===== config.mk =====
export PLATFORM = sky130hd
export DESIGN_NAME = remote_frame_decoder_unit
export DESIGN_NICKNAME = d
export VERILOG_FILES = /design/src/hdl/rfd_pkg.sv /design/src/hdl/rfd_front.sv /design/src/hdl/rfd_queue.sv /design/src/hdl/rfd_back.sv /design/src/hdl/remote_frame_decoder_unit.sv
export SDC_FILE = /design/constraint.sdc
export NUM_CORES = 1
export LEC_CHECK = 0
export BUFFER_PORTS_ARGS = -buffer_cell sky130_fd_sc_hd__buf_2
export CAP_MARGIN = 40
export CORE_UTILIZATION = 40
export CTS_CLUSTER_SIZE = 24
export DETAILED_ROUTE_END_ITERATION = 7
export GPL_ROUTABILITY_DRIVEN = 0
export GPL_TIMING_DRIVEN = 0
export PLACE_DENSITY = 0.61
export RECOVER_POWER = 100
export SYNTH_ARGS = -nofsm -noshare
export SYNTH_HDL_FRONTEND = slang
export SYNTH_SLANG_ARGS = --single-unit

===== constraint.sdc =====
create_clock -name clk -period 9.24 [get_ports clk]
set_clock_uncertainty 0.2 [all_clocks]
set_input_delay 1.848 -clock clk [delete_from_list [all_inputs] [get_ports clk]]
set_output_delay 1.848 -clock clk [all_outputs]
set_load 0.005 [all_outputs]

===== src/hdl/rfd_pkg.sv =====
// Shared types and constants of the remote frame decoder.
// No dependencies; used by every module of the block.
package rfd_pkg;

  localparam int unsigned FRAME_LEN   = 18;
  localparam int unsigned DECODE_LEN  = 16;
  localparam int unsigned COUNT_W     = 5;
  localparam int unsigned CFG_INDEX_W = 2;
  localparam int unsigned CFG_DATA_W  = 10;
  localparam int unsigned DEADBAND_W  = 6;
  localparam int unsigned LIMIT_W     = 10;
  localparam int unsigned STICK_W     = 11;

  localparam logic [DEADBAND_W-1:0] DEADBAND_RESET = 6'd5;
  localparam logic [LIMIT_W-1:0]    LIMIT_RESET    = 10'd660;

  // Configuration register indexes.
  localparam logic [CFG_INDEX_W-1:0] REG_DEADBAND    = 2'd0;
  localparam logic [CFG_INDEX_W-1:0] REG_STICK_LIMIT = 2'd1;

  // Input word kinds.
  typedef enum logic {
    KIND_BYTE = 1'b0,
    KIND_IDLE = 1'b1
  } kind_t;

  // Left switch codes that drive the sticky latch.
  localparam logic [1:0] SW_HOLD = 2'd0;
  localparam logic [1:0] SW_SET  = 2'd3;

  // Bytes 0..15 of a complete frame; bytes 16 and 17 carry nothing decoded.
  typedef logic [DECODE_LEN-1:0][7:0] frame_t;

  typedef struct packed {
    logic   valid;
    frame_t frame;
  } push_t;

  typedef struct packed {
    logic full;
    logic empty;
  } q_status_t;

endpackage


===== src/hdl/rfd_front.sv =====
// Front end: accepts input words, collects frame bytes and pushes complete frames.
// Depends on rfd_pkg.
module rfd_front (
  input  logic                          clk,
  input  logic                          rst,
  input  logic                          in_valid,
  output logic                          in_stall,
  input  logic                          kind,
  input  logic [7:0]                    rx_byte,
  input  rfd_pkg::q_status_t            q_status,
  output rfd_pkg::push_t                push
);

  logic [rfd_pkg::COUNT_W-1:0] byte_count;
  logic [rfd_pkg::COUNT_W-1:0] byte_count_next;
  rfd_pkg::frame_t              frame_bytes;
  logic                         accept;
  logic                         is_idle;

  // Hold input while no queue slot is free for a possible frame.
  assign in_stall = q_status.full;
  assign accept   = in_valid && !in_stall;
  assign is_idle  = (rfd_pkg::kind_t'(kind) == rfd_pkg::KIND_IDLE);

  always_comb begin
    byte_count_next = byte_count;
    if (accept) begin
      if (is_idle) begin
        byte_count_next = '0;
      end else if (byte_count < rfd_pkg::COUNT_W'(rfd_pkg::FRAME_LEN)) begin
        byte_count_next = byte_count + 1'b1;
      end else begin
        byte_count_next = rfd_pkg::COUNT_W'(rfd_pkg::FRAME_LEN + 1);
      end
    end
  end

  always_ff @(posedge clk) begin
    if (rst) begin
      byte_count <= '0;
    end else begin
      byte_count <= byte_count_next;
    end
  end

  // Store only the decoded bytes; later ones just advance the count.
  always_ff @(posedge clk) begin
    if (accept && !is_idle && byte_count < rfd_pkg::COUNT_W'(rfd_pkg::DECODE_LEN)) begin
      frame_bytes[byte_count[3:0]] <= rx_byte;
    end
  end

  assign push.valid = accept && is_idle &&
                      (byte_count == rfd_pkg::COUNT_W'(rfd_pkg::FRAME_LEN));
  assign push.frame = frame_bytes;

endmodule


===== src/hdl/rfd_queue.sv =====
// Short frame queue between front and back end.
// Depends on rfd_pkg.
module rfd_queue #(
  parameter int unsigned DEPTH = 2
) (
  input  logic               clk,
  input  logic               rst,
  input  rfd_pkg::push_t     push,
  input  logic               pop,
  output rfd_pkg::frame_t    head,
  output rfd_pkg::q_status_t status
);

  localparam int unsigned PTR_W = (DEPTH > 1) ? $clog2(DEPTH) : 1;
  localparam int unsigned CNT_W = $clog2(DEPTH + 1);

  rfd_pkg::frame_t  slots [DEPTH];
  logic [PTR_W-1:0] wr_ptr;
  logic [PTR_W-1:0] rd_ptr;
  logic [CNT_W-1:0] count;

  function automatic logic [PTR_W-1:0] bump(input logic [PTR_W-1:0] p);
    if (p == PTR_W'(DEPTH - 1)) begin
      return '0;
    end
    return p + 1'b1;
  endfunction

  assign status.full  = (count == CNT_W'(DEPTH));
  assign status.empty = (count == '0);
  assign head         = slots[rd_ptr];

  always_ff @(posedge clk) begin
    if (rst) begin
      wr_ptr <= '0;
      rd_ptr <= '0;
      count  <= '0;
    end else begin
      if (push.valid) begin
        wr_ptr <= bump(wr_ptr);
      end
      if (pop) begin
        rd_ptr <= bump(rd_ptr);
      end
      case ({push.valid, pop})
        2'b10:   count <= count + 1'b1;
        2'b01:   count <= count - 1'b1;
        default: count <= count;
      endcase
    end
  end

  always_ff @(posedge clk) begin
    if (push.valid) begin
      slots[wr_ptr] <= push.frame;
    end
  end

endmodule


===== src/hdl/rfd_back.sv =====
// Back end: decodes queued frames, keeps the sticky latch, holds the result word.
// Depends on rfd_pkg.
module rfd_back (
  input  logic                               clk,
  input  logic                               rst,
  input  rfd_pkg::frame_t                    head,
  input  rfd_pkg::q_status_t                 q_status,
  output logic                               pop,
  input  logic [rfd_pkg::DEADBAND_W-1:0]     deadband,
  input  logic [rfd_pkg::LIMIT_W-1:0]        stick_limit,
  output logic                               out_valid,
  input  logic                               out_stall,
  output logic signed [rfd_pkg::STICK_W-1:0] stick_one,
  output logic signed [rfd_pkg::STICK_W-1:0] stick_two,
  output logic signed [rfd_pkg::STICK_W-1:0] stick_three,
  output logic signed [rfd_pkg::STICK_W-1:0] stick_four,
  output logic [3:0]                         switch_bits,
  output logic                               left_latch,
  output logic signed [15:0]                 mouse_x,
  output logic signed [15:0]                 mouse_y,
  output logic signed [15:0]                 mouse_z,
  output logic [7:0]                         mouse_left,
  output logic [7:0]                         mouse_right,
  output logic [15:0]                        key_map
);

  localparam int unsigned SW = rfd_pkg::STICK_W;

  logic [SW-1:0]        raw   [4];
  logic signed [SW-1:0] stick [4];
  logic [3:0]           over;
  logic [1:0]           sw_left;
  logic [1:0]           sw_right;
  logic                 latch_flag;
  logic                 latch_next;
  logic                 zero_all;

  // Centre a raw stick (subtract 1024 = flip the top bit) and apply deadband.
  function automatic logic signed [SW-1:0] centre(input logic [SW-1:0] r,
                                                  input logic [rfd_pkg::DEADBAND_W-1:0] db);
    logic signed [SW-1:0] v;
    logic [SW-1:0]        mag;
    v   = {~r[SW-1], r[SW-2:0]};
    mag = v[SW-1] ? (~v + 1'b1) : v;
    if (mag <= SW'(db)) begin
      v = '0;
    end
    return v;
  endfunction

  function automatic logic above(input logic signed [SW-1:0] v,
                                 input logic [rfd_pkg::LIMIT_W-1:0] lim);
    logic [SW-1:0] mag;
    mag = v[SW-1] ? (~v + 1'b1) : v;
    return mag > SW'(lim);
  endfunction

  assign raw[0] = {head[1][2:0], head[0]};
  assign raw[1] = {head[2][5:0], head[1][7:3]};
  assign raw[2] = {head[4][0], head[3], head[2][7:6]};
  assign raw[3] = {head[5][3:0], head[4][7:1]};

  always_comb begin
    for (int i = 0; i < 4; i++) begin
      stick[i] = centre(raw[i], deadband);
      over[i]  = above(stick[i], stick_limit);
    end
  end

  assign sw_left  = head[5][7:6];
  assign sw_right = head[5][5:4];
  assign zero_all = |over;

  always_comb begin
    if (zero_all) begin
      latch_next = 1'b0;
    end else if (sw_left == rfd_pkg::SW_SET) begin
      latch_next = 1'b1;
    end else if (sw_left != rfd_pkg::SW_HOLD) begin
      latch_next = 1'b0;
    end else begin
      latch_next = latch_flag;
    end
  end

  // Advance when a frame waits and the result register is free or being taken.
  assign pop = !q_status.empty && (!out_valid || !out_stall);

  always_ff @(posedge clk) begin
    if (rst) begin
      out_valid  <= 1'b0;
      latch_flag <= 1'b0;
    end else begin
      if (pop) begin
        out_valid  <= 1'b1;
        latch_flag <= latch_next;
      end else if (!out_stall) begin
        out_valid  <= 1'b0;
      end
    end
  end

  always_ff @(posedge clk) begin
    if (pop) begin
      if (zero_all) begin
        stick_one   <= '0;
        stick_two   <= '0;
        stick_three <= '0;
        stick_four  <= '0;
        switch_bits <= '0;
        left_latch  <= 1'b0;
        mouse_x     <= '0;
        mouse_y     <= '0;
        mouse_z     <= '0;
        mouse_left  <= '0;
        mouse_right <= '0;
        key_map     <= '0;
      end else begin
        stick_one   <= stick[0];
        stick_two   <= stick[1];
        stick_three <= stick[2];
        stick_four  <= stick[3];
        switch_bits <= {sw_left, sw_right};
        left_latch  <= latch_next;
        mouse_x     <= {head[7], head[6]};
        mouse_y     <= {head[9], head[8]};
        mouse_z     <= {head[11], head[10]};
        mouse_left  <= head[12];
        mouse_right <= head[13];
        key_map     <= {head[15], head[14]};
      end
    end
  end

  // A set latch in a result can only come from a set or a held left switch.
  a_latch_switch: assert property (@(posedge clk) disable iff (rst)
    (out_valid && left_latch) |->
      (switch_bits[3:2] == rfd_pkg::SW_SET || switch_bits[3:2] == rfd_pkg::SW_HOLD))
    else $error("latch set with a clearing left switch");

  a_pop_loads: assert property (@(posedge clk) disable iff (rst)
    pop |=> out_valid)
    else $error("popped frame did not reach the result register");

  a_latch_hold: assert property (@(posedge clk) disable iff (rst)
    (out_valid && out_stall) |=> (latch_flag == $past(latch_flag)))
    else $error("latch moved while the result was stalled");

endmodule


===== src/hdl/remote_frame_decoder_unit.sv =====
// Top level of the remote frame decoder: config registers, front, queue, back.
// Depends on rfd_pkg, rfd_front, rfd_queue and rfd_back.
//
//   channel  direction  handshake            payload
//   in       input      in_valid / in_stall  kind, rx_byte
//   out      output     out_valid/out_stall  sticks, switches, latch, mouse, keys
//   cfg      input      cfg_write            cfg_index, cfg_data
//
// One input word is taken every cycle unless the queue is full; a completing idle
// word queues its frame at its accepting edge, and the result register takes it once
// free; without a stalled result, the back end decodes one frame per cycle in
// one combinational pass (centre, deadband and limit compares) ahead of the
// result register. Reset (rst, synchronous) clears the byte count, queue, latch
// and result valid, and loads deadband 5 and stick limit 660. A stalled result
// holds while the queue keeps taking frames; input stalls only when the queue is full.
module remote_frame_decoder_unit #(
  parameter int unsigned QUEUE_DEPTH = 2
) (
  input  logic                                    clk,
  input  logic                                    rst,
  input  logic                                    in_valid,
  output logic                                    in_stall,
  input  logic                                    kind,
  input  logic [7:0]                              rx_byte,
  input  logic                                    cfg_write,
  input  logic [rfd_pkg::CFG_INDEX_W-1:0]         cfg_index,
  input  logic [rfd_pkg::CFG_DATA_W-1:0]          cfg_data,
  output logic                                    out_valid,
  input  logic                                    out_stall,
  output logic signed [rfd_pkg::STICK_W-1:0]      stick_one,
  output logic signed [rfd_pkg::STICK_W-1:0]      stick_two,
  output logic signed [rfd_pkg::STICK_W-1:0]      stick_three,
  output logic signed [rfd_pkg::STICK_W-1:0]      stick_four,
  output logic [3:0]                              switch_bits,
  output logic                                    left_latch,
  output logic signed [15:0]                      mouse_x,
  output logic signed [15:0]                      mouse_y,
  output logic signed [15:0]                      mouse_z,
  output logic [7:0]                              mouse_left,
  output logic [7:0]                              mouse_right,
  output logic [15:0]                             key_map
);

  logic [rfd_pkg::DEADBAND_W-1:0] deadband;
  logic [rfd_pkg::LIMIT_W-1:0]    stick_limit;
  rfd_pkg::push_t                 push;
  rfd_pkg::q_status_t             q_status;
  rfd_pkg::frame_t                head;
  logic                           pop;

  // Keep only each register's width; drop writes to unknown indexes.
  always_ff @(posedge clk) begin
    if (rst) begin
      deadband    <= rfd_pkg::DEADBAND_RESET;
      stick_limit <= rfd_pkg::LIMIT_RESET;
    end else if (cfg_write) begin
      case (cfg_index)
        rfd_pkg::REG_DEADBAND:    deadband    <= cfg_data[rfd_pkg::DEADBAND_W-1:0];
        rfd_pkg::REG_STICK_LIMIT: stick_limit <= cfg_data[rfd_pkg::LIMIT_W-1:0];
        default: ;
      endcase
    end
  end

  rfd_front u_front (
    .clk      (clk),
    .rst      (rst),
    .in_valid (in_valid),
    .in_stall (in_stall),
    .kind     (kind),
    .rx_byte  (rx_byte),
    .q_status (q_status),
    .push     (push)
  );

  rfd_queue #(
    .DEPTH (QUEUE_DEPTH)
  ) u_queue (
    .clk    (clk),
    .rst    (rst),
    .push   (push),
    .pop    (pop),
    .head   (head),
    .status (q_status)
  );

  rfd_back u_back (
    .clk         (clk),
    .rst         (rst),
    .head        (head),
    .q_status    (q_status),
    .pop         (pop),
    .deadband    (deadband),
    .stick_limit (stick_limit),
    .out_valid   (out_valid),
    .out_stall   (out_stall),
    .stick_one   (stick_one),
    .stick_two   (stick_two),
    .stick_three (stick_three),
    .stick_four  (stick_four),
    .switch_bits (switch_bits),
    .left_latch  (left_latch),
    .mouse_x     (mouse_x),
    .mouse_y     (mouse_y),
    .mouse_z     (mouse_z),
    .mouse_left  (mouse_left),
    .mouse_right (mouse_right),
    .key_map     (key_map)
  );

endmodule


## Word-level counts from Yosys, hierarchy flattened

Memories as Yosys holds them, arrays and structs flattened. A register that Yosys moved wholly into a read port is not among the register bits.
Cells that the tools add are included.

- Add/subtract/negate cells: 13
- $lt $le $gt $ge: 12
- Equal/unequal tests: 7
- Multiplexer cells: 37
- Bitwise operators: 12
- Reduce and logical (&&, ||, !) cells: 20

Operator list:

| cell | count |
|---|---|
| 11-bit two-way mux | 12 |
| 128-bit bitwise mux | 1 |
| 11-bit by 1-bit adder with 11-bit output, second input constant | 8 |
| 11-bit NOT | 8 |
| 11-bit by 10-bit greater-than comparator with 1-bit output | 4 |
| 11-bit by 6-bit less-or-equal comparator with 1-bit output | 4 |
| 8-bit demux with 4-bit select | 1 |
| 1-bit two-way mux | 19 |
| 5-bit less-than comparator, second input constant | 2 |
| 5-bit two-way mux | 2 |
| 8-bit two-way mux | 1 |
| 1-bit logical AND | 7 |
| 2-bit equality test, second input constant | 3 |
| 5-bit by 1-bit adder with 5-bit output, second input constant | 1 |
| 5-bit equality test, second input constant | 1 |
| 1-bit zero test | 5 |
| 4-bit by 5-bit less-than comparator with 1-bit output, second input constant | 1 |
| 2-bit by 1-bit equality test with 1-bit output, second input constant | 2 |
| 4-bit by 1-bit >= comparator with 1-bit output, second input constant | 1 |
| 2-bit zero test | 2 |
| 1-bit NOT | 4 |
| 2-bit one-hot mux with 2 select lines | 1 |
| 2-bit AND reduction | 2 |
| 2-bit nonzero test | 2 |
| 6 further kinds | 7 |

- Register bits after elaboration: 284
- Memory bits (writable): 256
- Output and inout bits: 131
- Word-level logic and storage cells: 138
- Memories: 1

Memories:

| name | words | bits a word | read ports | clocked after memory_dff | write ports | line | RTL |
|---|---|---|---|---|---|---|---|
| u_queue.slots | 2 | 128 | 1 | 1 | 1 | rfd_queue.sv:17 | `rfd_pkg::frame_t slots [DEPTH];` |

## Longest topological paths before layout

Gate-level depths: netlist (run 1).

- Word-level depth: 12
- Mapped depth: 35
- Gate-level depth less buffers: 27

## Cells and area by module

Synthesis (run 1) repeated with hierarchy kept, for this count alone.

- Cells, all modules: 1,393
- Area, all modules: 22,312.6 um2

By module, submodules not included:

| module | instances | cells an instance | area each (um2) | seq. area each (um2) |
|---|---|---|---|---|
| rfd_queue | 1 | 420 | 9,431.5 | 7,787.5 |
| rfd_back | 1 | 714 | 7,897.6 | 3,913.8 |
| rfd_front | 1 | 191 | 4,296.6 | 3,943.8 |
| remote_frame_decoder_unit | 1 | 68 | 686.9 | 320.3 |

## Worst setup path after synthesis (run 1)

No wires, ideal clock.

- Path type: input-to-reg
- From: input port in_valid
- To: memory u_queue.slots[0][0] in the netlist's numbering (enable)
- Setup time: 617 ps
- Arrival: 7,643 ps
- Data required time: 8,423 ps
- Slack: 781 ps
- Stages: 4
- Path buffers: 0
- Cell sequence: nand3_1 -> nor3_1 -> inv_1 -> nor2_1

- Cells in the longest elaborated chain, start to end: 5

RTL lines:

| what | line | RTL |
|---|---|---|
| start, declared | remote_frame_decoder_unit.sv:21 | `input logic in_valid,` |
| 1-bit logical AND | rfd_front.sv:22 | `assign accept = in_valid && !in_stall;` |
| 1-bit logical AND (2 in series) | rfd_front.sv:53 | `assign push.valid = accept && is_idle &&` |
| 1-bit two-way mux | rfd_queue.sv:54 | `if (push.valid) begin` |
| 1-bit two-way mux (implied by the code) | rfd_queue.sv:55 | `slots[wr_ptr] <= push.frame;` |
| end, declared | rfd_queue.sv:17 |  |

Every way passes these cells.

==> results of run 1 <==
[power breakdown]
group          switching, uW  leakage (uW)  internal [uW]
Clock                    940      0.000889           1340
Combinational           80.3       0.00263           28.9
Sequential              3.56       0.00487           2670
Total                   1020       0.00839           4040
[stage by stage]
stage                     std cells  setup slack (ns)  TNS [ns]
after floorplan                1415             0.781         0
after global placement         2266             -2.92   -373.12
after detailed placement       2282             0.316         0
after CTS                      2381             0.278         0
after global routing           2381            0.0696         0
final                          2381             0.398         0
[cell usage after synthesis, types with 9 or more instances]
cell and n:
a21o_1 11, a21oi_1 56, buf_2 12, clkbuf_1 22
dfxtp_1 28, edfxtp_1 513, ha_1 73, inv_1 27
mux2_2 9, mux2i_1 127, nand2_1 45, nand2b_1 11
nand3_1 18, nor2_1 175, nor2b_1 10, nor3_1 62
nor3b_1 9, o21ai_0 22, or2_2 9, xnor2_1 28
xor2_1 23
[flip-flops by register name, indices dropped and copies added (netlist names), 6 cells and up, named ones only]
signal	count
u_back.stick_one	11
u_back.mouse_y	16
deadband	6
u_back.stick_four	11
u_back.mouse_x	16
u_queue.slots	256
u_back.mouse_left	8
u_back.mouse_right	8
u_back.key_map	16
u_front.push	128
stick_limit	10
u_back.stick_two	11
u_back.mouse_z	16
u_back.stick_three	11
[final cells by class]
type	instances	area [um^2]
fillers	4717	28600
flip-flops and latches	541	16000
multi-input cells	799	5590
clock buffers	55	1330
well taps	696	871
repair buffers	171	768
clock inverters	44	536
plain buffers	48	241
inverters	27	103
[metal layers]
metal  share of wire, %  vias to the layer above  routed length [um]
met1                 43                     6121               21400
met2                 49                      351               24000
li1                   -                     5833                   -
met5              0.057                        -                  28
met4                2.9                        4                1440
met3                4.8                       94                2340
[cell families after synthesis]
kind of cell               share of synthesized area (%)
AOI/OAI and AO/OA                                   4.65
xor gates and xnor gates                            2.04
adders and majority gates                           4.17
buffers and inverters                               1.68
DFF                                                 72.8
muxes                                               6.26
and+or+nand+nor                                     8.37
[repair_timing]
item,CTS,global route
setup buffers,0,0
endpoints found under the setup margin,0,2
hold buffers,0,0
gates resized for setup,0,1
[critical path: cells and delay by family, from the launching register on]
kind / cells / cell delay [ns]
mux: 1 / 0.53
compound gates: 7 / 1.50
buf+inv: 9 / 2.48
flops: 1 / 0.36
fa+ha+maj: 4 / 1.14
simple gates: 10 / 2.08
xor+xnor: 2 / 0.30
[placed cells by master, fill, tap and decap left out, types with 9 or more instances in the layout]
cell and instances:
a21o_1 11, a21oi_1 56, buf_2 108, bufinv_16 10, clkbuf_1 98, clkbuf_16 53, clkinv_2 10, clkinvlp_4 10
dfxtp_1 28, edfxtp_1 513, ha_1 73, inv_1 26, mux2_2 9, mux2i_1 126, nand2_1 45, nand2b_1 11
nand3_1 18, nor2_1 175, nor2b_1 10, nor3_1 62, nor3b_1 9, o21ai_0 22, or2_2 9, xnor2_1 28
xor2_1 23
[final timing paths]
path	slack, ns	endpoint	depth (start not counted)	startpoint
worst max-delay path	0.40	u_back.stick_one[5]	33	register
worst min-delay path	0.24	u_queue.slots[0][104]	0	u_front.push[104]
worst max register to register	0.40	u_back.stick_one[5]	33	register
worst min register to register	0.24	u_queue.slots[0][104]	0	u_front.push[104]
==> qor.yml, run 1 <==
vias: 12400
insertion_delay_ns: 0.60
clk_path_buf_depth: 3
synth_fp_nets: 1514
drive_gt1_share_pct: 14.1
async_flop_share_pct: 0
overflow: 0
die_h_um: 236
hpwlAfterDp_mm: 32.7
startpoint_type: "register"
setup_viol: 0
p_per_area_nw_per_um2: 199
worst_pin_slew_ns: 4.28
grt_use_total_pct: 17.3
max_clock_freq_mhz: 113
stdcell_area_um2: 25400
area_delta_synth_final_pct: 15.9
firstDrtPassIters: 5
finalCritPeriodShare_pct: 95.7
wl_mm: 49.2
drc: 0
antenna_found_initial: 3
ys_types: 72
synth_edf_count: 513
min_period_ns: 8.84
final_core_util_pct: 47.0
final_max_slew_viol_count: 342
start_util_pct: 40.6
h-tree-depth: 2
postRouteAntennaNets: 0
numPortBuffers: 155
crit_path_max_fanout: 10
synthesis.area_um2: 21900
path_class: "register to register"
drt_iter0_drc: 806
slowest_stage: "mux2i_1"
antennaDiodeCount: 0
p_total_uw: 5060
relSlewSlack_pct: -185
core_area_um2: 54000
synthCells: 1415
grt_start_max_net_pins: 72
status: "finished, violations left"
grt_pass1_vias: 12400
synthTopCellsByArea: "edfxtp_1 70%, mux2i_1 5.8%, ha_1 4.2%"
die_x_um: 236
cts_sinks: 541
syn_avg_cell_area_um2: 15.5
crit_arrival_ns: 9.04
grt_most_used_layer: "met2"
cts_buffers: 53
post_dp_cell_area_um2: 23800
netlist.area_leader.share_pct: 70.3
nets: 1740
drv.max_cap_violation_count: 8
ys.warnings.count: 0
rows: 85
ys.flop_type: "edfxtp_1"
io_pins: 157
violations: "max-capacitance violations, max-slew violations"
critPathCaptureType: "register"
yosysSeqAreaShare_pct: 72.8
rsz0062_at_grt: "no"
use_met1_pct: 22.4
grt.met3_usage_pct: 2.95
hold_class: "register to register"
critical_path.max_stage_delay_ns: 0.53
synth-seq-cells: 541
gr-usage-met2_pct: 29.3
via_per_inst: 5.21
dieArea_um2: 55700
holdWs_ns: 0.242
peakVddDrop_uv: 141
avgRoutedWirePerCell_um: 20.7
cts_tree: "built"
final_hold_viol_count: 0
cp_data_required_time_ns: 9.43
grt_pass1_wl_mm: 72.6
power.leakage_uw: 0.00839
yosys.area.top_type: "edfxtp_1"
clk_pin_slew_worst_paths_ns: 0.06
root_buffer: "clkbuf_16"
Power figures use the tool's default switching activity.
==> run 2: changes to the inputs <==
--- a/config.mk
+++ b/config.mk
@@ -5,7 +5,7 @@
 export SDC_FILE = /design/constraint.sdc
 export NUM_CORES = 1
 export LEC_CHECK = 0
-export BUFFER_PORTS_ARGS = -buffer_cell sky130_fd_sc_hd__buf_2
+export BUFFER_PORTS_ARGS = -buffer_cell sky130_fd_sc_hd__clkbuf_2
 export CAP_MARGIN = 40
 export CORE_UTILIZATION = 40
 export CTS_CLUSTER_SIZE = 24
==> run 2 against run 1 <==
Net effect: the flow still finishes with violations (max-capacitance violations, max-slew violations); worst hold slack is essentially flat; critical path depth increased by 1; clock power about the same; wire length grew 0.65%; die area is the same; total power fell by 0.31%; flip-flop and latch count stayed put; count of clock-buffer cells in the layout grew 10.
==> qor.yml, run 2 (synthesized netlist as in run 1, its figures left out) <==
final_hold_viol_count: 0  # unchanged
min_to: "u_queue.slots[1][59]"
overflow: 0  # unchanged
cts_buffers: 55  # +3.8%
final_max_slew_viol_count: 304  # -11%
hp-start: "u_front.push[59]"
cp_data_required_time_ns: 9.46  # +0.03 ns
drv.max_cap_violation_count: 7  # -1
hpwlAfterDp_mm: 33.2  # +1.5%
met2_length_mm: 24.4  # +1.8%
layout_commonest_cell: "edfxtp_1"
drive_gt1_share_pct: 13.4  # -0.70 points
r2r_slack_ns: 0.45  # +0.05 ns
clk_path_buf_depth: 3  # unchanged
via_per_inst: 5.18  # -0.57%
r2r-end: "u_back.key_map[1]"
setup_tns_ns: 0  # unchanged
h-tree-depth: 2  # unchanged
min_period_ns: 8.79  # -0.0537 ns
wl_mm: 49.5  # +0.65%
drt_iter0_drc: 907  # +13%
slowest_stage: "nor4_1"
power.leakage_uw: 0.00840  # about the same
violations: "max-capacitance violations, max-slew violations"
grt_pass1_wl_mm: 73.8  # +1.7%
register_area_um2: 16000  # unchanged
wl_met3_mm: 2.36  # +0.64%
dieArea_um2: 55700  # unchanged
antennaDiodeCount: 0  # unchanged
multi_input_comb_area_um2: 5590  # about the same
io_pins: 157  # unchanged
relSlewSlack_pct: -146  # +39 points
fillers: 4697  # -0.42%
firstDrtPassIters: 5  # unchanged
core_area_um2: 54000  # unchanged
holdWs_ns: 0.242  # +0.0000170 ns
nets: 1744  # +0.23%
rsz0062_at_grt: "no"
cts_hold_buf: 0  # unchanged
cts_tree: "built"
wirelength_met1_mm: 21.4  # unchanged
grt_start_max_net_pins: 70  # -2.8%
crit_path_max_fanout: 10  # unchanged
most-common-layout-cells: "513 x edfxtp_1, 175 x nor2_1, 125 x mux2i_1, 117 x clkbuf_1, 95 x clkbuf_2"
avgRoutedWirePerCell_um: 20.7  # +0.40%
hold_class: "register to register"
p_per_area_nw_per_um2: 199  # -0.30%
top_register: "u_queue.slots"
min_path_cells: 0  # unchanged
grt_use_total_pct: 17.7  # +0.33 points
crit_arrival_ns: 9.01  # -0.03 ns
start_util_pct: 40.6  # unchanged
antenna_found_initial: 4  # +1
cts_setup_buffers: 0  # unchanged
critical_path.max_stage_delay_ns: 0.52  # about the same
peakVddDrop_uv: 135  # -4.0%
vias: 12400  # -0.32%
die_x_um: 236  # unchanged
largest_reg_flops: 256  # unchanged
postRouteAntennaNets: 0  # unchanged
cts_resized: 0  # unchanged
reg2reg_depth: 34  # +3.0%
status: "finished, violations left"
worst_pin_slew_ns: 3.69  # -0.588 ns
setup_viol: 0  # unchanged
startpoint_type: "register"
numPortBuffers: 155  # unchanged
grt_pass1_vias: 12500  # +1.0%
root_buffer: "clkbuf_16"
clk_pin_slew_worst_paths_ns: 0.06  # about the same
rows: 85  # unchanged
insertion_delay_ns: 0.60  # about the same
drc: 0  # unchanged
highest_layer: "met5"
critPathCaptureType: "register"
area_delta_synth_final_pct: 15.9  # about the same
path_class: "register to register"
max_clock_freq_mhz: 114  # +0.61%
die_h_um: 236  # unchanged
cts_sinks: 541  # unchanged
finalCritPeriodShare_pct: 95.1  # -0.58 points
==> run 2: critical path: cells and delay by family (launching register included) <==
| family | cells | cell delay [ns] |
|---|---|---|
| compound gates | 7 | 1.55 |
| xor+xnor | 2 | 0.36 |
| fa+ha+maj | 4 | 1.10 |
| buf+inv | 10 | 2.59 |
| flops | 1 | 0.37 |
| mux | 1 | 0.43 |
| simple gates | 10 | 1.99 |
==> run 2: layout make-up <==
| class | instances | area share (%) |
|---|---|---|
| Sequential cell | 541 | 62.8 |
| Multi-Input combinational cell | 799 | 22.0 |
| Clock buffer | 65 | 5.60 |
| Tap cell | 696 | 3.43 |
| Timing Repair Buffer | 173 | 3.00 |
| Clock inverter | 38 | 1.74 |
| Buffer | 48 | 0.955 |
| Inverter | 27 | 0.404 |
==> run 2: metal layers <==
layer,up-vias,GRT usage [%]
met3,89,3.27
met5,-,0
met4,4,5.74
met2,295,30.1
met1,6143,22.7
li1,5832,-
==> run 2: how the worst max path moves through the flow <==
stage                           end  depth (start not counted)
3_3_place_gp   u_queue.slots[0][89]                          5
3_5_place_dp    u_back.stick_one[4]                         33
5_1_grt         u_back.stick_one[4]                         33
4_1_cts         u_back.stick_one[4]                         33
2_1_floorplan   u_queue.slots[0][0]                          4
6_report          u_back.key_map[1]                         34
==> run 2: through the flow <==
| step | total power (uW) | setup WS [ns] | utilization [%] | std cells | instance area [um^2] |
|---|---|---|---|---|---|
| floorplan | 2780 | 0.781 | - | 1415 | 21900 |
| global placement | 2830 | -2.97 | 43.6 | 2266 | 23600 |
| detailed placement | 2840 | 0.278 | 44.2 | 2284 | 23900 |
| CTS | 5110 | 0.253 | 47.7 | 2387 | 25700 |
| global route | 5200 | 0.0117 | 47.0 | 2387 | 25400 |
| finish | 5050 | 0.452 | 47.0 | 2387 | 25400 |
==> run 2: power by group <==
group	internal [uW]	switching (uW)	total [uW]	leakage (uW)
Combinational	28.9	80.7	110	0.00263
Clock	1330	935	2270	0.000899
Sequential	2670	3.59	2670	0.00487
Total	4030	1020	5050	0.00840
==> run 3: changes to the inputs <==
--- a/config.mk
+++ b/config.mk
@@ -16,4 +16,5 @@
 export RECOVER_POWER = 100
 export SYNTH_ARGS = -nofsm -noshare
 export SYNTH_HDL_FRONTEND = slang
+export SYNTH_HIERARCHICAL = 1
 export SYNTH_SLANG_ARGS = --single-unit
==> run 3 against run 2 <==
Net effect: the flow still finishes with violations (max-capacitance violations, max-slew violations); register-to-register slack better by 0.94 ns; total power up 30%; non-clock buffer count up 13.
==> qor.yml, run 3 <==
hold_class: "register to register"
nets: 1725  # -1.1%
ys_types: 75  # +4.2%
cp_data_required_time_ns: 9.44  # -0.02 ns
grt_pass1_wl_mm: 72.8  # -1.4%
cts_resized: 0  # unchanged
ys.flop_type: "edfxtp_1"
path_buf_inv: 7  # -3
largest_reg_flops: 256  # unchanged
crit_family: "buffers and inverters"
cts_buffers: 56  # +1.8%
ys.warnings.count: 6  # +6
synth_fp_nets: 1488  # -1.7%
antenna_found_initial: 0  # -4
drt_iter0_drc: 790  # -13%
most-common-layout-cells: "513 x edfxtp_1, 133 x mux2_2, 129 x clkbuf_1, 94 x clkbuf_2, 76 x nor2_1"
core_area_um2: 55100  # +2.0%
setup_viol: 0  # unchanged
die_h_um: 238  # +0.89%
worst_pin_slew_ns: 3.35  # -0.343 ns
numPortBuffers: 156  # +0.65%
start_util_pct: 40.5  # -0.070 points
p_per_area_nw_per_um2: 253  # +27%
grt_use_total_pct: 17.2  # -0.43 points
path_class: "register to register"
top_register: "u_queue/slots"
firstDrtPassIters: 6  # +1
yosys-top-cells-count: "513 x edfxtp_1, 133 x mux2_2, 106 x and2_1, 76 x nor2_1, 69 x ha_1"
violations: "max-capacitance violations, max-slew violations"
status: "finished, violations left"
overflow: 0  # unchanged
final_hold_viol_count: 0  # unchanged
yosysMostFrequentCell: "edfxtp_1"
cts_sinks: 541  # unchanged
netlist.area_leader.share_pct: 69.0  # -1.2 points
dieArea_um2: 56700  # +1.8%
grt_start_max_net_pins: 55  # -21%
setup_slack_ns: 1.39  # +0.937 ns
clk_pin_slew_worst_paths_ns: 0.06  # about the same
min_period_ns: 7.85  # -0.937 ns
drv.max_cap_violation_count: 9  # +2
layout_commonest_cell: "edfxtp_1"
rsz0062_at_grt: "no"
die_x_um: 238  # +0.89%
yosysSeqAreaShare_pct: 71.6  # -1.3 points
h-tree-depth: 2  # unchanged
hpwlAfterDp_mm: 32.4  # -2.4%
rows: 86  # +1.2%
stdcell_area_um2: 26000  # +2.3%
final_max_slew_viol_count: 236  # -22%
async_flop_share_pct: 0  # unchanged
power.leakage_uw: 0.00899  # +7.0%
synth_edf_count: 513  # unchanged
grt_pass1_vias: 12300  # -1.5%
synthTopCellsByArea: "edfxtp_1 69%, mux2_2 6.7%, ha_1 3.9%"
io_pins: 157  # unchanged
crit_path_max_fanout: 10  # unchanged
slowest_stage: "clkbuf_1"
synth-seq-cells: 541  # unchanged
postRouteAntennaNets: 0  # unchanged
yosys.area.top_type: "edfxtp_1"
insertion_delay_ns: 0.63  # +0.03 ns
post_dp_cell_area_um2: 24400  # +2.4%
cts_setup_buffers: 0  # unchanged
path_common_cell: "a21oi_1"
setup_tns_ns: 0  # unchanged
wl_mm: 49.0  # -0.98%
drc: 0  # unchanged
max_clock_freq_mhz: 127  # +12%
cts_tree: "built"
finalCritPeriodShare_pct: 85.0  # -10 points
crit_arrival_ns: 8.05  # -0.96 ns
place_ws_ns: 2.15  # +1.87 ns
vias: 12200  # -1.0%
synthesis.area_um2: 22300  # +1.8%
avgRoutedWirePerCell_um: 20.2  # -2.6%
critical_path.max_stage_delay_ns: 0.57  # +0.05 ns
relSlewSlack_pct: -123  # +23 points
cts_hold_buf: 0  # unchanged
critPathCaptureType: "register"
clk_path_buf_depth: 3  # unchanged
drive_gt1_share_pct: 20.3  # +6.9 points
startpoint_type: "register"
via_per_inst: 5.04  # -2.6%
syn_avg_cell_area_um2: 16.0  # +3.4%
area_delta_synth_final_pct: 16.5
root_buffer: "clkbuf_16"
synthCells: 1393  # -1.6%
peakVddDrop_uv: 160  # +18%
## run 3: cell count changes after synthesis, moves of 8 or more
| cell | delta |
|---|---|
| nor3_1 | -44 |
| xnor2_1 | -11 |
| and2_1 | +102 |
| nor2_1 | -99 |
| a21oi_1 | -20 |
| buf_4 | +8 |
| inv_1 | +11 |
| nand2_1 | -23 |
| and3_1 | +40 |
| clkbuf_2 | +10 |
| mux2i_1 | -110 |
| or2_2 | -8 |
| mux2_2 | +124 |
| nand2b_1 | +10 |
## run 3: path summary, 6_finish.rpt
check                                       start                     to  slack, ns  cells past startpoint
worst max-delay path                     register      u_back/left_latch       1.39                     27
worst min-delay path            u_front/push[111]  u_queue/slots[1][111]       0.22                      0
worst max register to register           register      u_back/left_latch       1.39                     27
worst min register to register  u_front/push[111]  u_queue/slots[1][111]       0.22                      0
## run 3: area by class of cell
cell class | instances | area (um^2)
Inverter | 38 | 143
Timing Repair Buffer | 179 | 783
Antenna cell | 1 | 2.50
Clock buffer | 68 | 1490
Fill cell | 4815 | 29100
Multi-Input combinational cell | 759 | 5880
Tap cell | 748 | 936
Sequential cell | 541 | 16000
Clock inverter | 37 | 514
Buffer | 55 | 285
## run 3: cell families after synthesis
family / count (synthesis) / share of synthesized area (%)
mux: 150 / 7.47
compound gates: 124 / 3.82
simple gates: 373 / 9.57
xor+xnor: 43 / 1.69
flops: 541 / 71.6
buf+inv: 93 / 2.02
fa+ha+maj: 69 / 3.87
## run 3: per-stage QoR
stage          instances  hold WS (ns)  utilization [%]  power, uW
2_1_floorplan       1393         0.221                -       3810
3_3_place_gp        2297         0.222             43.6       4270
3_5_place_dp        2319         0.229             44.4       4310
4_1_cts             2424         0.207             48.0       6730
5_1_grt             2425         0.228             47.2       6870
6_report            2426         0.215             47.2       6580
## run 3: metal layers
metal | vias up | global-route usage, % | share of wire [%]
met5 | - | 0 | 0
met4 | 0 | 4.53 | 2.1
met3 | 72 | 2.88 | 5.0
met2 | 300 | 29.2 | 49
li1 | 5755 | - | -
met1 | 6111 | 23.0 | 44
## run 3: power breakdown
part / internal, uW / leakage, uW / switching [uW]
logic: 494 / 0.00315 / 753
clock network: 1460 / 0.000960 / 947
registers: 2890 / 0.00488 / 41.8
